<file path="config.mk">
export PLATFORM = sky130hd
export DESIGN_NAME = rps_mod
export DESIGN_NICKNAME = d
export VERILOG_FILES = /design/src/rtl/rps_pkg.sv /design/src/rtl/rps_mod.sv
export SDC_FILE = /design/constraint.sdc
export NUM_CORES = 1
export LEC_CHECK = 0
export BUFFER_PORTS_ARGS = -buffer_cell sky130_fd_sc_hd__buf_2
export CORE_UTILIZATION = 40
export CTS_CLUSTER_DIAMETER = 30
export DETAILED_ROUTE_END_ITERATION = 8
export PLACE_DENSITY = 0.59
export SLEW_MARGIN = 20
export SYNTH_ARGS = -nofsm -noshare
export SYNTH_HDL_FRONTEND = slang
export SYNTH_SLANG_ARGS = --single-unit
</file>
<file path="constraint.sdc">
create_clock -name i_clk -period 2.52 [get_ports i_clk]
set_input_delay 0.504 -clock i_clk [delete_from_list [all_inputs] [get_ports i_clk]]
set_output_delay 0.504 -clock i_clk [all_outputs]
set_load 0.03 [all_outputs]
</file>
<file path="src/rtl/rps_pkg.sv">
package rps_pkg;

    localparam int MAX_NODES = 1024;
    localparam int ADDR_W    = $clog2(MAX_NODES);
    localparam int CNT_W     = 11;
    localparam int NODE_W    = 10;
    localparam int WORD_W    = 31;
    localparam int EPOCH_W   = 8;

    localparam logic [EPOCH_W-1:0] EPOCH_FIRST = EPOCH_W'(1);
    localparam logic [EPOCH_W-1:0] EPOCH_LAST  = {EPOCH_W{1'b1}};

    localparam logic OP_RESTART = 1'b0;
    localparam logic OP_STEP    = 1'b1;

    localparam logic ST_PLACED    = 1'b0;
    localparam logic ST_EXHAUSTED = 1'b1;

    typedef struct packed {
        logic              operation;
        logic [WORD_W-1:0] random_word;
    } t_in_item;

    typedef struct packed {
        logic [NODE_W-1:0] node_id;
        logic [NODE_W-1:0] position;
        logic              last;
        logic              status;
    } t_out_item;

    typedef struct packed {
        logic [EPOCH_W-1:0] mark;
        logic [ADDR_W-1:0]  value;
    } t_ram_entry;

    typedef enum logic [7:0] {
        S_IDLE  = 8'b0000_0001,
        S_CLEAR = 8'b0000_0010,
        S_DIV   = 8'b0000_0100,
        S_RD_A  = 8'b0000_1000,
        S_RD_B  = 8'b0001_0000,
        S_WR_A  = 8'b0010_0000,
        S_WR_B  = 8'b0100_0000,
        S_PUSH  = 8'b1000_0000
    } t_state;

endpackage

</file>
<file path="src/rtl/rps_mod.sv">
module rps_mod
    import rps_pkg::*;
(
    input  logic              i_clk,
    input  logic              i_rst_n,
    input  logic              i_start,
    input  logic [WORD_W-1:0] i_dividend,
    input  logic [CNT_W-1:0]  i_divisor,
    output logic              o_done,
    output logic [CNT_W-1:0]  o_rem
);

    localparam int ITER_W = $clog2(WORD_W);

    logic              r_busy, n_busy;
    logic              r_done, n_done;
    logic [ITER_W-1:0] r_cnt, n_cnt;
    logic [WORD_W-1:0] r_dvd, n_dvd;
    logic [CNT_W-1:0]  r_dvs, n_dvs;
    logic [CNT_W-1:0]  r_rem, n_rem;
    logic [CNT_W:0]    w_trial;
    logic [CNT_W:0]    w_diff;

    // One dividend bit enters the partial remainder per cycle, MSB first.
    assign w_trial = {r_rem, r_dvd[WORD_W-1]};
    assign w_diff  = w_trial - {1'b0, r_dvs};

    always_comb begin
        n_busy = r_busy;
        n_done = 1'b0;
        n_cnt  = r_cnt;
        n_dvd  = r_dvd;
        n_dvs  = r_dvs;
        n_rem  = r_rem;
        if (i_start) begin
            n_busy = 1'b1;
            n_cnt  = ITER_W'(WORD_W - 1);
            n_dvd  = i_dividend;
            n_dvs  = i_divisor;
            n_rem  = '0;
        end else if (r_busy) begin
            n_dvd = {r_dvd[WORD_W-2:0], 1'b0};
            if (w_trial >= {1'b0, r_dvs}) begin
                n_rem = w_diff[CNT_W-1:0];
            end else begin
                n_rem = w_trial[CNT_W-1:0];
            end
            n_cnt = r_cnt - ITER_W'(1);
            if (r_cnt == '0) begin
                n_busy = 1'b0;
                n_done = 1'b1;
            end
        end
    end

    always_ff @(posedge i_clk) begin
        if (!i_rst_n) begin
            r_busy <= 1'b0;
            r_done <= 1'b0;
        end else begin
            r_busy <= n_busy;
            r_done <= n_done;
        end
    end

    always_ff @(posedge i_clk) begin
        r_cnt <= n_cnt;
        r_dvd <= n_dvd;
        r_dvs <= n_dvs;
        r_rem <= n_rem;
    end

    assign o_done = r_done;
    assign o_rem  = r_rem;

endmodule

</file>
==> results of run 1 <==
==> cell usage in the layout (no fill, tap or decap), drive strengths merged, types with 6 or more instances in the layout <==
master / netlist / routed
buf: 5 / 66
edfxtp: 42 / 42
mux2: 30 / 30
inv: 19 / 21
dfxtp: 18 / 18
nor2: 17 / 17
o21ai: 15 / 15
ha: 13 / 13
nand2b: 12 / 12
clkbuf: 8 / 9
nand2: 8 / 8
a21oi: 7 / 7
xnor2: 6 / 6
==> flip-flops by register name, indices dropped and copies added, names as in the netlist <==
register	cells
r_busy	1
o_rem	11
o_done	1
r_cnt	5
r_dvs	11
r_dvd	31
==> synthesized netlist by cell type, drive strengths merged (3+ instances only) <==
master  instances  area share
a211oi          3       0.011
buf             5       0.011
nand2b         12       0.024
a21oi           7       0.013
nor2           17       0.021
inv            19       0.023
o21a            3      0.0073
a41oi           3      0.0085
o2111a          3       0.011
o21ai          15       0.024
nor2b           4      0.0081
xor2            3      0.0085
edfxtp         42        0.41
clkbuf          8      0.0097
nand2           8      0.0097
xnor2           6       0.017
nand3           5      0.0081
a311oi          5       0.014
dfxtp          18        0.12
nor3            3      0.0049
ha             13       0.053
mux2           30        0.11
==> through the flow <==
step | cell area [sq um] | utilization | power, W
after CTS | 3740 | 0.507 | 0.00271
after global placement | 3520 | 0.477 | 0.00172
after global routing | 3780 | 0.513 | 0.00283
after floorplan | 3090 | - | 0.00157
final | 3780 | 0.513 | 0.00269
after detailed placement | 3520 | 0.477 | 0.00173
==> worst max-delay path by stage <==
stage | slack, ns | endpoint | start
after floorplan | 0.05 | o_rem[4]$_SDFFE_PP0P_ | o_rem[0]$_SDFFE_PP0P_
after global placement | 0.15 | o_rem[4]$_SDFFE_PP0P_ | r_dvd[30]$_DFFE_PP_
after detailed placement | 0.09 | o_rem[4]$_SDFFE_PP0P_ | r_dvd[30]$_DFFE_PP_
after CTS | 0.07 | o_rem[4]$_SDFFE_PP0P_ | r_dvd[30]$_DFFE_PP_
after global routing | -0.01 | o_rem[1]$_SDFFE_PP0P_ | r_dvd[30]$_DFFE_PP_
final | 0.09 | o_rem[1]$_SDFFE_PP0P_ | r_dvd[30]$_DFFE_PP_
==> logic make-up after synthesis <==
kind of cell,count (synthesis),synth area share
xor gates and xnor gates,9,0.0255
and+or+nand+nor,61,0.106
AOI/OAI and AO/OA,54,0.132
buffers and inverters,32,0.0434
adders and majority gates,14,0.0592
muxes,30,0.109
DFF,60,0.525
==> power breakdown <==
group	switching [W]	total, W	internal (W)
logic	0.000289	0.000522	0.000232
clock network	0.000408	0.000972	0.000563
registers	0.0000411	0.00120	0.00116
==> metal layers <==
metal,part of all wire,vias to the layer above,track usage
met1,0.49,1016,0.211
met5,0,-,0
met4,0.013,0,0.0739
met2,0.46,54,0.226
li1,-,1097,-
met3,0.046,7,0.0431
==> layout make-up <==
class	count	share of cell area
flip-flops and latches	60	0.429
repair buffers	66	0.0973
inverters	19	0.0189
well taps	99	0.0327
clock inverters	7	0.0261
clock buffers	9	0.0327
multi-input cells	168	0.364
==> critical path, cell delays in order, from the launching register on <==
cell and delay (ns):
edfxtp_1 0.38, inv_1 0.07, ha_2 0.19, fa_2 0.22, nand2b_4 0.13, a21oi_2 0.07, o2111a_2 0.27, o2111a_1 0.25
buf_4 0.16, or4_1 0.53, o221ai_2 0.08
==> results.sh, run 1 <==
export IMPL_cts_sinks=60
export IMPL_die_area_sq_um=8070
export IMPL_overflow=0
export IMPL_r2r_setup_slack_ns=0.09
export IMPL_fin_crit_sh=0.963
export IMPL_gp_congestion=0.813
export IMPL_end_kind="register"
export IMPL_core_area_sq_um=7370
export IMPL_worstSetupPathType="register to register"
export IMPL_start_kind="register"
export IMPL_post_cts_repair_setup_buffers=0
export IMPL_synth_edf_count=42
export IMPL_die_h_microns=89.9
export IMPL_holdPathStages=1
export IMPL_syn_nets=319
export IMPL_achievable_frequency_ghz=0.412
export IMPL_synth_seq_cells=60
export IMPL_finalCriticalPeriod_ns=2.43
export IMPL_async_reset_ff_frac=0
export IMPL_antenna_found_initial=0
export IMPL_final_setup_skew_ns=0.00667
export IMPL_fin_ws_ns=0.0932
export IMPL_cp_max_fo=7
export IMPL_min_from="i_divisor[7]"
export IMPL_grt_use_total=0.155
export IMPL_slew_viol_final=0
export IMPL_regArea_sq_um=1620
export IMPL_postSynthAreaPerCell_sq_um=11.9
export IMPL_leakagePower_nw=1.53
export IMPL_fin_hold_ws_ns=0.343
export IMPL_fin_nets=383
export IMPL_synth_distinct_cells=50
export IMPL_wire_per_inst_microns=14.1
export IMPL_clockBufferDepth=2
export IMPL_cts_tree="built"
export IMPL_dp_hpwl_mm=4.24
export IMPL_port_buffers=56
export IMPL_first_pass_iters=5
export IMPL_insertion_delay_ns=0.33
export IMPL_nFillCells=698
export IMPL_cts_buffers=9
export IMPL_io_pins=57
export IMPL_area_growth_pct=22.5
export IMPL_die_x_microns=89.9
export IMPL_yosysSeqAreaShare=0.525
export IMPL_slew_headroom=0.498
export IMPL_dp_worst_setup_slack_ns=0.0906
export IMPL_whs_endpoint="r_dvs[7]$_DFFE_PP_"
export IMPL_crit_arrival_ns=2.68
export IMPL_hold_path_class="primary input to register"
export IMPL_peakVddDrop_mv=0.352
export IMPL_ant_nets=0
export IMPL_maxCapViolCount=0
export IMPL_ys_warnings_count=0
export IMPL_avgViaCountPerCell=5.08
export IMPL_multiInputGateArea_sq_um=1380
export IMPL_ctsHoldBuffers=0
export IMPL_diodes=0
export IMPL_finalSetupViolations=0
export IMPL_layout_drive_gt1_share=0.383
export IMPL_cellPowerDensity_nw_per_um2=712
export IMPL_grt_pass1_vias=2109
export IMPL_hold_viol=0
export IMPL_stdcell_count=428
export IMPL_grt_pass1_wl_mm=9.83
export IMPL_timing_rr_start="r_dvd[30]$_DFFE_PP_"
export IMPL_vias=2174
export IMPL_synth_cells=260
export IMPL_synth_area_sq_um=3090
export IMPL_cts_root_buf="clkbuf_8"
export IMPL_rows=31
export IMPL_synth_main_ff_cell="edfxtp_1"
export IMPL_wirelength_mm=6.03
export IMPL_required_ns=2.77
export IMPL_start_util=0.419
export IMPL_h_tree_depth=3
export IMPL_dr_first_iter_drc_count=88
export IMPL_grt_start_max_net_pins=64
export IMPL_outcome="completed"
export IMPL_r2r_end="o_rem[1]$_SDFFE_PP0P_"
export IMPL_place_inst=412
export IMPL_cts_resized=0
export IMPL_drc=0
export IMPL_tns_ns=0
export IMPL_clkTransAtPathRegs_ns=0.07
export IMPL_worstMarginPinSlew_ns=0.753
export IMPL_reg2reg_depth=10
No activity file was read; power rests on OpenSTA's default activity.
==> run 2, diff against run 1 <==
- CELL_PAD_IN_SITES_DETAIL_PLACEMENT: not set -> 1
- CELL_PAD_IN_SITES_GLOBAL_PLACEMENT: not set -> 1
- CORE_ASPECT_RATIO: not set -> 0.8
- PLACE_DENSITY: 0.59 -> 0.71
==> run 2 against run 1 <==
Against the previous run: setup slack got worse by 0.063 ns; utilization about the same; power fell by 5.7%; cell area rose by 0.86%; global-route usage increased by 2.8 points; combinational power rose by 6.9%; sequential power hardly changed; die area about the same; critical path type unchanged; critical endpoint is now o_rem[0]$_SDFFE_PP0P_; largest cell class unchanged; largest power group unchanged.
==> results.sh, run 2 (synthesis gave the netlist of run 1 again) <==
export IMPL_slowest_stage="or4_4"
export IMPL_slew_viol_final=0
export IMPL_finalSetupViolations=0
export IMPL_start_util=0.416
export IMPL_largest_register="r_dvd"
export IMPL_worstMarginPinSlew_ns=0.428
export IMPL_crit_family="compound AO/OA/AOI/OAI gates"
export IMPL_grt_pass1_wl_mm=10.9
export IMPL_die_h_microns=80.6
export IMPL_port_buffers=56
export IMPL_crit_top_cell="o2111a_1"
export IMPL_cellPowerDensity_nw_per_um2=666
export IMPL_fin_crit_sh=0.988
export IMPL_dp_hpwl_mm=5.06
export IMPL_hold_path_class="primary input to register"
export IMPL_nFillCells=824
export IMPL_clockBufferDepth=2
export IMPL_final_setup_skew_ns=0.0102
export IMPL_grt_start_max_net_pins=30
export IMPL_path_cells="inv_1, ha_2, fa_2, nand2b_4, a21oi_4, o2111a_1, o2111a_1, buf_4, or4_4, o311ai_2"
export IMPL_rows=28
export IMPL_peakVddDrop_mv=0.287
export IMPL_internal_power_w=0.00182
export IMPL_cts_root_buf="clkbuf_8"
export IMPL_cts_sinks=60
export IMPL_rsz0062_at_grt="yes"
export IMPL_fin_hold_ws_ns=0.343
export IMPL_most_common_layout_cells="buf_2, edfxtp_1, mux2_2, inv_1, dfxtp_1"
export IMPL_cts_tree="built"
export IMPL_busiest_layer="met1"
export IMPL_area_growth_pct=23.5
export IMPL_grt_pass1_vias=2133
export IMPL_maxCapViolCount=0
export IMPL_leakagePower_nw=1.56
export IMPL_worst_path_buf_inv=2
export IMPL_cp_startpoint="r_dvd[30]$_DFFE_PP_"
export IMPL_overflow=0
export IMPL_drc=0
export IMPL_min_from="i_divisor[4]"
export IMPL_achievable_frequency_ghz=0.402
export IMPL_p_comb_frac=0.220
export IMPL_met1_usage=0.263
export IMPL_gp_congestion=0.802
export IMPL_clkTransAtPathRegs_ns=0.07
export IMPL_io_pins=57
export IMPL_timing_rr_start="r_dvd[30]$_DFFE_PP_"
export IMPL_diodes=0
export IMPL_p_total_w=0.00254
export IMPL_antenna_found_initial=0
export IMPL_largest_reg_flops=31
export IMPL_end_kind="register"
export IMPL_hold_viol=0
export IMPL_h_tree_depth=3
export IMPL_die_area_sq_um=8080
export IMPL_die_x_microns=100
export IMPL_insertion_delay_ns=0.34
export IMPL_final_common_cell="buf_2"
export IMPL_ctsHoldBuffers=0
export IMPL_worstSetupPathType="register to register"
export IMPL_fin_nets=391
export IMPL_p_clk_frac=0.307
export IMPL_crit_arrival_ns=2.73
export IMPL_stdcell_area_sq_um=3810
export IMPL_dr_first_iter_drc_count=77
export IMPL_start_kind="register"
export IMPL_first_pass_iters=4
export IMPL_cp_max_fo=6
export IMPL_grt_use_total=0.182
export IMPL_met2_usage=0.258
export IMPL_finalCriticalPeriod_ns=2.49
export IMPL_grtUsageMet3=0.0566
export IMPL_wirelength_mm=6.89
export IMPL_avgViaCountPerCell=5.11
export IMPL_wire_per_inst_microns=15.6
export IMPL_cts_buffers=9
export IMPL_swShare=0.285
export IMPL_outcome="completed"
export IMPL_seq_power_share=0.473
export IMPL_ant_nets=0
export IMPL_core_area_sq_um=7430
export IMPL_slew_headroom=0.711
export IMPL_max_stage_delay_ns=0.51
export IMPL_layout_drive_gt1_share=0.392
export IMPL_net_switching_power_w=0.000724
export IMPL_placedInstanceArea_sq_um=3570
export IMPL_required_ns=2.76
export IMPL_vias=2257
## run 2: cell count changes in the layout (fill, tap and decap cells not counted), sizes merged
cell      before  now
bufinv         2    0
inv           21   19
clkbuf         9   12
buf           66   74
clkinvlp       1    2
## run 2: layout make-up
class	count	area, sq um	share of cell area
clock buffer	12	155	0.0407
clock inverter	4	25.0	0.00656
inverter	19	71.3	0.0187
multi-input combinational	168	1370	0.359
sequential	60	1620	0.425
tap	105	131	0.0344
timing repair buffer	74	440	0.115
## run 2: metal layers
layer	routed length [microns]	vias to the layer above	share of wire
met4	67	0	0.0097
met2	3060	56	0.44
li1	-	1108	-
met5	0	-	0
met3	331	6	0.048
met1	3430	1087	0.50
## run 2: path summary, 6_finish.rpt
check                               end  slack [ns]  depth (start not counted)
hold reg to reg   r_cnt[4]$_SDFFE_PP1P_        0.51                          2
setup reg to reg  o_rem[0]$_SDFFE_PP0P_        0.03                         10
hold / removal       r_dvs[4]$_DFFE_PP_        0.34                          1
setup / recovery  o_rem[0]$_SDFFE_PP0P_        0.03                         10
## run 2: metrics by stage
stage,utilization,setup TNS (ns),cells,worst slack (ns)
after CTS,0.506,0,439,0.00563
after floorplan,-,0,260,0.0459
after global routing,0.514,-0.118,442,-0.0424
final,0.514,0,442,0.0303
after detailed placement,0.481,0,423,0.0288
after global placement,0.481,0,423,0.151
## run 2: power groups by stage
| stage | Combinational, W | Clock (W) | Sequential (W) |
|---|---|---|---|
| global route | 0.000614 | 0.000846 | 0.00121 |
| detailed placement | 0.000531 | 0 | 0.00122 |
| CTS | 0.000534 | 0.000806 | 0.00120 |
| floorplan | 0.000329 | 0 | 0.00124 |
| global placement | 0.000520 | 0 | 0.00122 |
| finish | 0.000558 | 0.000780 | 0.00120 |
## run 2: repair_timing
item                       CTS  global route
setup endpoints to repair    2            11
buffers inserted             0             3
gates resized for setup      0             8
pin swaps                    1             3
